<file path="config.mk">
export PLATFORM = sky130hd
export DESIGN_NAME = kti_ctrl
export DESIGN_NICKNAME = d
export VERILOG_FILES = /design/src/rtl/core/kti_pkg.sv /design/src/rtl/core/kti_ctrl.sv
export VERILOG_INCLUDE_DIRS = /design/src /design/src/rtl/core
export SDC_FILE = /design/constraint.sdc
export NUM_CORES = 1
export LEC_CHECK = 0
export BUFFER_PORTS_ARGS = -buffer_cell sky130_fd_sc_hd__buf_2
export CAP_MARGIN = 0
export CORE_UTILIZATION = 50
export CTS_BUF_LIST = sky130_fd_sc_hd__clkbuf_4 sky130_fd_sc_hd__clkbuf_8
export CTS_CLUSTER_DIAMETER = 120
export CTS_CLUSTER_SIZE = 8
export DETAILED_ROUTE_END_ITERATION = 10
export GPL_ROUTABILITY_DRIVEN = 0
export PLACE_DENSITY = 0.78
export SYNTH_ARGS = -nofsm -noshare
export SYNTH_HDL_FRONTEND = slang
export SYNTH_SLANG_ARGS = --single-unit
</file>
<file path="constraint.sdc">
create_clock -name clk -period 4.53 [get_ports clk]
set_input_delay 0.2265 -clock clk [delete_from_list [all_inputs] [get_ports clk]]
set_output_delay 0.2265 -clock clk [all_outputs]
set_load 0.05 [all_outputs]
</file>
<file path="src/rtl/core/keyed_table_linear_interpolator_assert.svh">
// assertion macros for the keyed table interpolator
`ifndef KEYED_TABLE_LINEAR_INTERPOLATOR_ASSERT_SVH
`define KEYED_TABLE_LINEAR_INTERPOLATOR_ASSERT_SVH

// same-cycle implication
`define KTI_ASSERT_NOW(lbl, ante, cons, msg) \
  lbl: assert property (@(posedge clk) disable iff (rst) (ante) |-> (cons)) \
    else $error(msg);

// next-cycle implication
`define KTI_ASSERT_NEXT(lbl, ante, cons, msg) \
  lbl: assert property (@(posedge clk) disable iff (rst) (ante) |=> (cons)) \
    else $error(msg);

`endif

</file>
<file path="src/rtl/core/kti_pkg.sv">
// shared types and constants of the keyed table interpolator
package kti_pkg;

  localparam int TABLE_DEPTH_DEF = 64;

  localparam int IDX_W   = 6;
  localparam int POWER_W = 14;
  localparam int MAT_W   = 8;
  localparam int GAS_W   = 4;
  localparam int KEY_W   = 27;
  localparam int THICK_W = 16;
  localparam int SPEED_W = 17;
  localparam int PIER_W  = 16;
  localparam int CFG_W   = 16;
  localparam int STAT_W  = 2;
  localparam int MAG_W   = 33;
  localparam int DSTEP_W = 5;

  localparam logic [CFG_W-1:0] DEF_PIERCE_RST = 16'd250;

  localparam logic OP_WRITE = 1'b0;
  localparam logic OP_QUERY = 1'b1;

  localparam logic [STAT_W-1:0] MS_NONE    = 2'd0;
  localparam logic [STAT_W-1:0] MS_EXACT   = 2'd1;
  localparam logic [STAT_W-1:0] MS_NEAREST = 2'd2;
  localparam logic [STAT_W-1:0] MS_INTERP  = 2'd3;

  localparam logic [1:0] VSEL_MIN    = 2'd0;
  localparam logic [1:0] VSEL_MAX    = 2'd1;
  localparam logic [1:0] VSEL_NOM    = 2'd2;
  localparam logic [1:0] VSEL_PIERCE = 2'd3;

  typedef struct packed {
    logic [PIER_W-1:0]  pierce;
    logic [SPEED_W-1:0] spd_nom;
    logic [SPEED_W-1:0] spd_max;
    logic [SPEED_W-1:0] spd_min;
    logic [THICK_W-1:0] thick;
    logic [KEY_W-1:0]   key;
  } entry_t;

  typedef enum logic [2:0] {
    S_CLEAR, S_IDLE, S_SCAN, S_PICK, S_MUL, S_DIV, S_DWAIT, S_LOAD
  } state_t;

  typedef struct packed {
    logic       mem_clear;
    logic       mem_write;
    logic       query_cap;
    logic       rd_en;
    logic       mul_ld;
    logic       div_start;
    logic       res_st;
    logic       out_ld;
    logic [1:0] val_sel;
  } cmd_t;

  typedef struct packed {
    logic is_query;
    logic have_n;
    logic do_interp;
    logic div_busy;
    logic out_hold;
  } status_t;

endpackage

</file>
<file path="src/rtl/core/kti_ctrl.sv">
// controller: clearing pass, scan sequencing and interpolation steps
module kti_ctrl #(
  parameter int DEPTH = kti_pkg::TABLE_DEPTH_DEF
) (
  input  logic                     clk,
  input  logic                     rst,
  input  logic                     in_valid,
  output logic                     in_stall,
  input  kti_pkg::status_t         stat,
  output kti_pkg::cmd_t            cmd,
  output logic [$clog2(DEPTH)-1:0] cnt_addr
);
  import kti_pkg::*;

  localparam int AW = $clog2(DEPTH);
  localparam int CW = $clog2(DEPTH + 1);
  localparam logic [CW-1:0] CNT_LAST = CW'(DEPTH - 1);
  localparam logic [CW-1:0] CNT_END  = CW'(DEPTH);

  state_t        state, state_next;
  logic [CW-1:0] cnt;
  logic [1:0]    vsel;
  logic          in_acc;

  assign in_acc   = in_valid && !in_stall;
  assign cnt_addr = cnt[AW-1:0];

  always_comb begin
    state_next = state;
    unique case (state)
      S_CLEAR: if (cnt == CNT_LAST) state_next = S_IDLE;
      S_IDLE:  if (in_acc && stat.is_query) state_next = S_SCAN;
      S_SCAN:  if (cnt == CNT_END) state_next = S_PICK;
      S_PICK:  state_next = stat.have_n && stat.do_interp ? S_MUL : S_LOAD;
      S_MUL:   state_next = S_DIV;
      S_DIV:   state_next = S_DWAIT;
      S_DWAIT: begin
        if (!stat.div_busy) begin
          state_next = (vsel == VSEL_PIERCE) ? S_LOAD : S_MUL;
        end
      end
      S_LOAD:  if (!stat.out_hold) state_next = S_IDLE;
      default: state_next = S_CLEAR;
    endcase
  end

  always_comb begin
    in_stall      = state != S_IDLE;
    cmd           = '0;
    cmd.val_sel   = vsel;
    cmd.mem_clear = state == S_CLEAR;
    cmd.mem_write = (state == S_IDLE) && in_valid && !stat.is_query;
    cmd.query_cap = (state == S_IDLE) && in_valid && stat.is_query;
    cmd.rd_en     = (state == S_SCAN) && (cnt != CNT_END);
    cmd.mul_ld    = state == S_MUL;
    cmd.div_start = state == S_DIV;
    cmd.res_st    = (state == S_DWAIT) && !stat.div_busy;
    cmd.out_ld    = (state == S_LOAD) && !stat.out_hold;
  end

  always_ff @(posedge clk) begin
    if (rst) begin
      state <= S_CLEAR;
      cnt   <= '0;
      vsel  <= VSEL_MIN;
    end else begin
      state <= state_next;
      unique case (state)
        S_CLEAR: cnt <= cnt + 1'b1;
        S_IDLE:  cnt <= '0;
        S_SCAN:  if (cnt != CNT_END) cnt <= cnt + 1'b1;
        default: cnt <= cnt;
      endcase
      if (state == S_PICK) begin
        vsel <= VSEL_MIN;
      end else if (cmd.res_st && vsel != VSEL_PIERCE) begin
        vsel <= vsel + 1'b1;
      end
    end
  end

`include "keyed_table_linear_interpolator_assert.svh"

  `KTI_ASSERT_NOW(a_load_no_overwrite, cmd.out_ld, !stat.out_hold, "result overwritten")
  `KTI_ASSERT_NOW(a_div_idle_start, cmd.div_start, !stat.div_busy, "divider restarted")
  `KTI_ASSERT_NEXT(a_query_scans, cmd.query_cap, state == S_SCAN && cnt == '0,
                   "query did not start scan")
  `KTI_ASSERT_NOW(a_scan_addr_range, cmd.rd_en || cmd.mem_clear, cnt < CNT_END,
                  "table address out of range")

endmodule
</file>
### After elaboration in Yosys (flattened, before gate mapping)

Cells that the tools add are included.

| storage, ports and cells | value |
|---|---|
| bits in latches | 0 |
| memories kept | 0 |
| memory bits (writable) | 0 |
| register bits | 12 |
| input bits | 8 |
| bits in read-only memories | 0 |

| operators by class | value |
|---|---|
| div/mod/pow operators | 0 |
| add/sub/neg operators | 2 |
| shift operators | 0 |
| reduce and logical (&&, ||, !) cells | 19 |
| bitwise logic cells | 0 |
| eq/ne operators | 19 |
| multiplexer cells | 10 |
| magnitude comparators | 0 |
| multiply operators | 0 |

Operators by type and width:

| operator | count |
|---|---|
| 3-bit one-hot mux with 8 select lines | 1 |
| 7-bit one-hot mux with 3 select lines | 1 |
| 3-bit two-way mux | 5 |
| 3-bit equality test (second input constant) | 4 |
| 1-bit logical AND | 10 |
| 2-bit != test (second input constant) | 5 |
| 7-bit by 1-bit adder with 7-bit output (second input constant) | 1 |
| 7-bit by 6-bit equality test with 1-bit output (second input constant) | 1 |
| 7-bit equality test (second input constant) | 1 |
| 7-bit two-way mux | 1 |
| 7-bit != test (second input constant) | 1 |
| 3-bit by 2-bit equality test with 1-bit output (second input constant) | 2 |
| 5-bit AND reduction | 1 |
| 1-bit logical NOT | 4 |
| 2-bit two-way mux | 2 |
| 2-bit by 1-bit != test with 1-bit output (second input constant) | 2 |
| 3-bit by 1-bit equality test with 1-bit output (second input constant) | 1 |
| 3-bit logical NOT | 1 |
| 3-bit by 1-bit != test with 1-bit output (second input constant) | 1 |
| 3-bit nonzero test | 1 |
| 2-bit by 1-bit adder with 2-bit output (second input constant) | 1 |
| 2-bit equality test (second input constant) | 1 |
| 2-bit AND reduction | 1 |
| 2-bit OR reduction | 1 |

### Longest topological paths before layout

| depth | value |
|---|---|
| depth in word-level cells | 6 |
| depth in mapped cells | 6 |

### Worst setup path after synthesis

No wires, ideal clock.

| path | value |
|---|---|
| kind | register -> output |
| start point | register cnt[0] |
| end point | output port cmd[6] in the netlist's numbering |
| cell stages (with the launch flop) | 5 |
| slack | 1897 ps |
| path buffers | 0 |
| required time | 4303 ps |
| arrival | 2406 ps |
| path through | dfxtp_1 -> inv_1 -> ha_1 -> nor3b_2 -> nor4b_1 |

RTL lines:

| item | line | text |
|---|---|---|
| start, declared | kti_ctrl.sv:21 | `logic [CW-1:0] cnt;` |
| start signal, assigned | kti_ctrl.sv:69 | `S_CLEAR: cnt <= cnt + 1'b1;` |
| start signal, assigned | kti_ctrl.sv:71 | `S_SCAN: if (cnt != CNT_END) cnt <= cnt + 1'b1;` |
| start signal, assigned | kti_ctrl.sv:72 | `default: cnt <= cnt;` |
| end, declared | kti_ctrl.sv:10 | `output kti_pkg::cmd_t cmd,` |

==> flow_metrics.env <==
export IMPL_antenna_found_initial=0
export IMPL_min_path_type="in2reg"
export IMPL_clockBufferDepth=2
export IMPL_leakage_nw=0.356
export IMPL_postSynthCellCount=95
export IMPL_drive_gt1_frac=0.333
export IMPL_rsz0062_at_grt="false"
export IMPL_first_pass_iters=4
export IMPL_worst_setup_path_start_kind="register"
export IMPL_final_cell_mix="24 x buf_2, 12 x dfxtp_1, 8 x nor2_1"
export IMPL_vias=739
export IMPL_utilization=0.594
export IMPL_cp_arrival_ns=1.89
export IMPL_worst_pin_slew_ns=0.505
export IMPL_rows=14
export IMPL_die_y_um=42.0
export IMPL_grt_ovfl_total=0
export IMPL_cts_buffers=3
export IMPL_yosysUniqueCellTypes=38
export IMPL_vias_per_cell=5.82
export IMPL_place_ws_ns=2.72
export IMPL_worst_slack_ns=2.42
export IMPL_cts_repair_resized=0
export IMPL_wire_per_inst_um=12.2
export IMPL_run_status="complete, no violations"
export IMPL_finClkSkew_ns=0.00587
export IMPL_crit_slowest_cell="dfxtp_1"
export IMPL_ys_seq_elements=12
export IMPL_post_cts_buffers=0
export IMPL_syn2layout_area_growth_pct=12.1
export IMPL_syn_area_per_cell_um2=8.40
export IMPL_remaining_drc_errors=0
export IMPL_setup_tns_ns=0
export IMPL_holdBufCountCts=0
export IMPL_port_buffers=24
export IMPL_fillCellCount=130
export IMPL_fmax_ghz=0.473
export IMPL_start_util=0.530
export IMPL_cpPeakStageDelay_ns=0.60
export IMPL_h_tree_depth=1
export IMPL_crit_family="flip-flops"
export IMPL_crit_top_cell="inv_1"
export IMPL_cp_max_fo=14
export IMPL_finalSetupViolations=0
export IMPL_power_density_nw_per_um2=224
export IMPL_postRouteAntennaNets=0
export IMPL_slew_viol_final=0
export IMPL_cts_tree="yes"
export IMPL_critPathKind="reg2out"
export IMPL_fin_crit_sh=0.466
export IMPL_worstPathRequired_ns=4.30
export IMPL_fin_nets=124
export IMPL_final_common_cell="buf_2"
export IMPL_antenna_cells=0
export IMPL_slew_limit_headroom=0.663
export IMPL_cap_violations=0
export IMPL_critical_path_cell_chain="inv_1, nor3_1, inv_1, nor3b_1, buf_2"
export IMPL_grt_max_degree=17
export IMPL_track_usage=0.172
export IMPL_num_io_pins=25
export IMPL_synth_nets=106
export IMPL_dieArea_um2=1760
export IMPL_synth_area_um2=798
export IMPL_insertion_delay_ns=0.27
export IMPL_peakVddDrop_mv=0.143
export IMPL_grt_pass1_wl_mm=2.36
export IMPL_clock_sinks=12
export IMPL_synth_seq_area_share=0.301
export IMPL_drt_iter0_markers=20
export IMPL_clk_pin_slew_ns=0.07
export IMPL_fp_dieW_um=42.0
export IMPL_path_buf_inv=3
export IMPL_yosysWarningCount=0
export IMPL_end_kind="primary output"
export IMPL_grt_pass1_vias=588
export IMPL_hold_violations=0
export IMPL_root_buffer="clkbuf_4"
export IMPL_core_um2=1510
export IMPL_dp_hpwl_mm=1.16
export IMPL_period_needed_ns=2.11
export IMPL_wirelength_mm=1.55
-- cell usage after synthesis (all sizes together) --
library cell | n | area share
o21bai | 1 | 0.0094
dfxtp | 12 | 0.30
buf | 8 | 0.069
inv | 4 | 0.019
nand4b | 1 | 0.011
xor2 | 1 | 0.011
nand3b | 2 | 0.019
or4 | 2 | 0.019
clkbuf | 3 | 0.014
a311oi | 1 | 0.011
nor2 | 8 | 0.038
ha | 3 | 0.047
nor4 | 1 | 0.0078
a21oi | 6 | 0.038
nor3 | 5 | 0.031
nor4b | 1 | 0.011
o221a | 1 | 0.014
xnor2 | 2 | 0.022
o31ai | 1 | 0.0094
a2111oi | 2 | 0.031
nor3b | 4 | 0.044
o21ai | 4 | 0.030
a211oi | 2 | 0.019
mux2i | 3 | 0.038
and3 | 1 | 0.0078
or3 | 3 | 0.028
nand2 | 4 | 0.019
o211ai | 1 | 0.0094
or4b | 1 | 0.017
a31oi | 1 | 0.0078
a21o | 1 | 0.0094
or2 | 1 | 0.0078
and4 | 1 | 0.013
nand3 | 3 | 0.019
-- logic make-up (layout without fill, tap and decap cells) --
group | after synthesis | in the layout | synth area share
compound gates | 21 | 21 | 0.188
xor+xnor | 3 | 3 | 0.0329
fa+ha+maj | 3 | 3 | 0.0470
buf+inv | 15 | 31 | 0.102
flops | 12 | 12 | 0.301
mux | 3 | 3 | 0.0376
simple gates | 38 | 38 | 0.292
-- registers in the layout, indices dropped and copies added (netlist names) --
| name | count |
|---|---|
| vsel | 2 |
| state | 3 |
| cnt | 7 |
-- metrics by stage --
stage / instance area (um^2) / power [W] / hold slack [ns] / instances
global route: 895 / 0.000208 / 0.185 / 127
global placement: 872 / 0.000139 / 0.468 / 124
detailed placement: 872 / 0.000139 / 0.461 / 124
finish: 895 / 0.000200 / 0.186 / 127
CTS: 895 / 0.000202 / 0.176 / 127
floorplan: 798 / 0.000133 / 0.295 / 95
-- path summary, 6_finish.rpt --
| kind | startpoint | endpoint | slack [ns] | depth (start not counted) |
|---|---|---|---|---|
| worst max-delay path | state[0] | cmd[8] | 2.42 | 5 |
| worst min register to register | cnt[6] | cnt[6] | 0.52 | 2 |
| worst min-delay path | rst | state[1] | 0.19 | 2 |
| worst max register to register | cnt[1] | state[0] | 2.69 | 5 |
-- layer usage --
metal	wire length (um)	global-route usage	vias up	share of wire
met5	0	0	-	0
met4	0	0.0387	0	0
met3	72	0.0652	0	0.046
met2	737	0.284	16	0.47
met1	743	0.213	341	0.48
li1	-	-	382	-
-- final cells by class --
cell class	count	area [um^2]	share of cell area
flip-flops and latches	12	240	0.269
clock buffers	3	22.5	0.0252
repair buffers	24	120	0.134
multi-input cells	68	477	0.533
inverters	4	15.0	0.0168
well taps	16	20.0	0.0224
-- power breakdown --
part | leakage [nW] | switching, W | internal [W]
clock network | 0.0138 | 0.0000329 | 0.0000307
registers | 0.0973 | 0.00000319 | 0.000108
logic | 0.245 | 0.0000166 | 0.00000875
-- worst reg2reg max path: stages (launching register included) --
cell and delay (ns):
dfxtp_1 0.40, ha_1 0.20, nand3_1 0.17, or4_1 0.52, a311oi_1 0.33, a2111oi_2 0.09
No activity file was read; power rests on OpenSTA's default activity.
